File: src/hw/rtl/eltt_ram.sv
// Generic single-port RAM with registered read.
// No dependencies.
`default_nettype none
module eltt_ram #(
   parameter int Width = 32,
   parameter int Depth = 64
) (
   input  wire logic                     clock,
   input  wire logic                     we,
   input  wire logic [$clog2(Depth)-1:0] addr,
   input  wire logic [Width-1:0]         wdata,
   output      logic [Width-1:0]         rdata
);
   logic [Width-1:0] mem [Depth];
   always_ff @(posedge clock) begin
      if (we) mem[addr] <= wdata;
      rdata <= mem[addr];
   end
endmodule
`default_nettype wire

File: config.mk
export PLATFORM = sky130hd
export DESIGN_NAME = eltt_ram
export DESIGN_NICKNAME = d
export VERILOG_FILES = /design/src/hw/rtl/eltt_ram.sv
export SDC_FILE = /design/constraint.sdc
export NUM_CORES = 2
export LEC_CHECK = 0
export ABC_AREA = 1
export ABC_CLOCK_PERIOD_IN_PS = 4800
export BUFFER_PORTS_ARGS = -buffer_cell sky130_fd_sc_hd__buf_4
export CAP_MARGIN = 15
export CORE_MARGIN = 5
export CORE_UTILIZATION = 45
export CTS_CLUSTER_DIAMETER = 50
export CTS_CLUSTER_SIZE = 12
export DETAILED_ROUTE_END_ITERATION = 16
export MAX_ROUTING_LAYER = met4
export PLACE_DENSITY = 0.63
export SLEW_MARGIN = 20
export SYNTH_ARGS = -nofsm -noshare
export SYNTH_HDL_FRONTEND = slang
export SYNTH_SLANG_ARGS = --single-unit
File: constraint.sdc
create_clock -name clock -period 4.8 [get_ports clock]
set_clock_uncertainty 0.1 [all_clocks]
set_input_delay 0.72 -clock clock [delete_from_list [all_inputs] [get_ports clock]]
set_output_delay 0.72 -clock clock [all_outputs]
set_load 0.05 [all_outputs]
==> flow_summary.yaml <==
power:
  pwr-share-seq_pct: 53.5
  switching_share_pct: 23.1
  p_int_mw: 29.0
  finalPower_mw: 37.7
  p_leak_nw: 40.0
  p_clk_share_pct: 40.0
  vdd_drop_max_mv: 0.359
  switching_power_mw: 8.70
  p_comb_share_pct: 6.5
  powerDensity_nw_per_um2: 390
place:
  place.gp.congestion: 0.856
  placedCellCount: 10800
  portBuffers: 71
  place_ws_ps: 1080
  dp_hpwl_um: 128000
synth:
  ys_seq_area_share_pct: 71.8
  synth_cell_types: 21
  synthTopCellsByArea: "edfxtp_1 71%, nand2_1 25%, buf_2 1.4%, dfxtp_1 0.74%, nor2_1 0.59%"
  ys_seq_elements: 2080
  syn-num-nets: 8480
  yosysWarnings: 0
  synth_area_um2: 86500
  synth_top_area_share_pct: 71.1
  synth.largest_area_cell: "edfxtp_1"
  avgSynthCellArea_um2: 10.2
  netlist_instances: 8440
cells_and_area:
  final_core_util_pct: 50.4
  fillCellCount: 16900
  ff_latch_area_um2: 62100
  finalNetCount: 8494
  multi_input_area_um2: 22800
  layoutNonFillerInstCount: 11100
  syn2layout_area_growth_pct: 11.9
  drive_gt1_share_pct: 6.62
critical_path:
  reg2regPathDepth: 10
  startpoint_type: "primary input"
  path_max_fanout: 107
  cpLargestDelayFamily: "simple AND/OR/NAND/NOR gates"
  crit_start: "addr[0]"
  worstPathCellList: "buf_8, inv_8, buf_12, nand2_1, nand2_1, nand2_1, nand2_1, nand2_1, nand2_1, nand2_1, nand2_1, nor2_1, nand2_1"
  rr_startpoint: "mem[27][19]"
  worst-path-stages: 13
  cp.buffers_inverters: 3
  worst_setup_path_end_kind: "flip-flop"
  arrival_ps: 3590
  criticalPathCategory: "primary input to flip-flop"
  cpMostUsedCell: "nand2_1"
  required_ps: 5350
  slowest_stage: "nor2_1"
  slowest_delay_ps: 660
clocking:
  cts_max_path_buffers: 3
  cts-root-buf: "clkbuf_16"
  cts_made_buffers: 202
  cts.reportedPaths.clkPinSlew_ps: 60
  cts_sinks: 2080
  cts_resized: 0
  htreeDepth: 4
  ctsHoldBuffers: 0
  postCtsSetupRepairBufs: 0
  clk_latency_ps: 850
  cts_tree: "done"
timing:
  period_share_pct: 63.3
  period_needed_ps: 3040
  finalSetupViolations: 0
  worst_pin_slew_ps: 997
  drv_slew: 0
  hold_viol_final: 0
  fmax_ghz: 0.329
  rsz0062_at_grt: "no"
  setup_ws_ps: 1760
  slew_headroom_pct: 33.6
detailed_routing:
  routed_via_density: 5.23
  drt_iter0_markers: 6034
  finalWirelength_um: 240000
  via_count: 58200
  wl_per_cell_um: 21.5
  wl_met1_um: 99600
  met2_wirelength_um: 114000
  drc_errors: 0
  ant_nets: 0
  wl_met3_um: 18700
  first_pass_iters: 5
  highest_layer: "met4"
floorplanning:
  io-pin-count: 72
  start_util_pct: 45.1
  rows: 161
  die_h_um: 448
  die_w_um: 448
  fp.dieArea_um2: 201000
  core_area_um2: 192000
global_route:
  grt_pass1_vias: 56100
  track_usage_pct: 24.4
  grt_pass1_wl_um: 358000
  grt_max_degree: 182
  antenna_found_initial: 16
  grt_overflow: 0
job:
  max-cap-violations: 0
status:
  status: "finished, final reports clean"
worst_hold_path:
  worstHoldPathType: "primary input to flip-flop"
  holdPathStages: 3
  hp-start: "we"
cell usage after synthesis, drive strengths merged:
| cell | n |
|---|---|
| buf | 286 |
| nor2 | 137 |
| nand2 | 5728 |
| nand3 | 13 |
| nor3 | 8 |
| or2 | 6 |
| nor4 | 2 |
| o21ai | 7 |
| clkbuf | 136 |
| edfxtp | 2048 |
| nand4 | 2 |
| inv | 30 |
| dfxtp | 32 |
| o211ai | 5 |
cell families (layout without fill, tap and decap cells):
group           Yosys count  in the layout  synth area share [%]
other cells               0              9                     0
simple gates           5896           5896                  25.7
flops                  2080           2080                  71.8
buf+inv                 452            608                  2.40
compound gates           12             12                0.0839
worst min-delay path: stages:
cell    delay [ps]
buf_4          170
inv_1          110
nor4_2          70
cell type report:
class / instances / share of cell area, %
antenna: 9 / 0.0233
clock buffer: 305 / 5.75
clock inverter: 41 / 0.547
inverter: 30 / 0.140
multi-input combinational: 5908 / 23.6
sequential: 2080 / 64.2
tap: 2526 / 3.26
timing repair buffer: 232 / 2.53
path summary, 6_finish.rpt:
path | endpoint | slack (ps)
max | rdata[19] | 1760
max reg2reg | rdata[19] | 2710
min | mem[40][30] | 320
min reg2reg | rdata[30] | 600
power groups by stage:
stage / sequential [mW] / clock, mW / combinational [mW]
final: 20.2 / 15.1 / 2.44
after global routing: 20.2 / 16.1 / 2.70
after CTS: 20.2 / 15.3 / 2.44
after detailed placement: 20.6 / 0 / 2.43
after global placement: 20.6 / 0 / 2.41
after floorplan: 20.7 / 0 / 1.28
layout by cell type (no fill, tap or decap), types with 8 or more instances in the layout:
cell and n:
nor2_4 62, inv_1 16, inv_2 11, clkbuf_16 206, clkbuf_1 95, clkinv_2 9
nand2_1 5728, buf_12 55, diode_2 9, dfxtp_1 32, inv_6 8, buf_4 174
edfxtp_1 2048, nand3_1 13, nor2_1 75
sequential cells by signal (all words and copies together) (netlist names):
| register | cells |
|---|---|
| rdata | 32 |
| mem | 2048 |
per-layer routing:
| metal | vias up | track usage, % |
|---|---|---|
| met5 | - | - |
| met4 | 0 | 7.52 |
| met3 | 457 | 3.89 |
| met2 | 2272 | 38.8 |
| met1 | 28200 | 32.7 |
| li1 | 27300 | - |
through the flow:
stage / cell area (um2) / hold slack [ps] / TNS (ps)
final: 96800 / 315 / 0
after global routing: 96800 / 291 / 0
after CTS: 96800 / 237 / 0
after detailed placement: 90700 / 588 / 0
after global placement: 90700 / 588 / 0
after floorplan: 86500 / 508 / -19380
No activity file was read; power rests on OpenSTA's default activity.
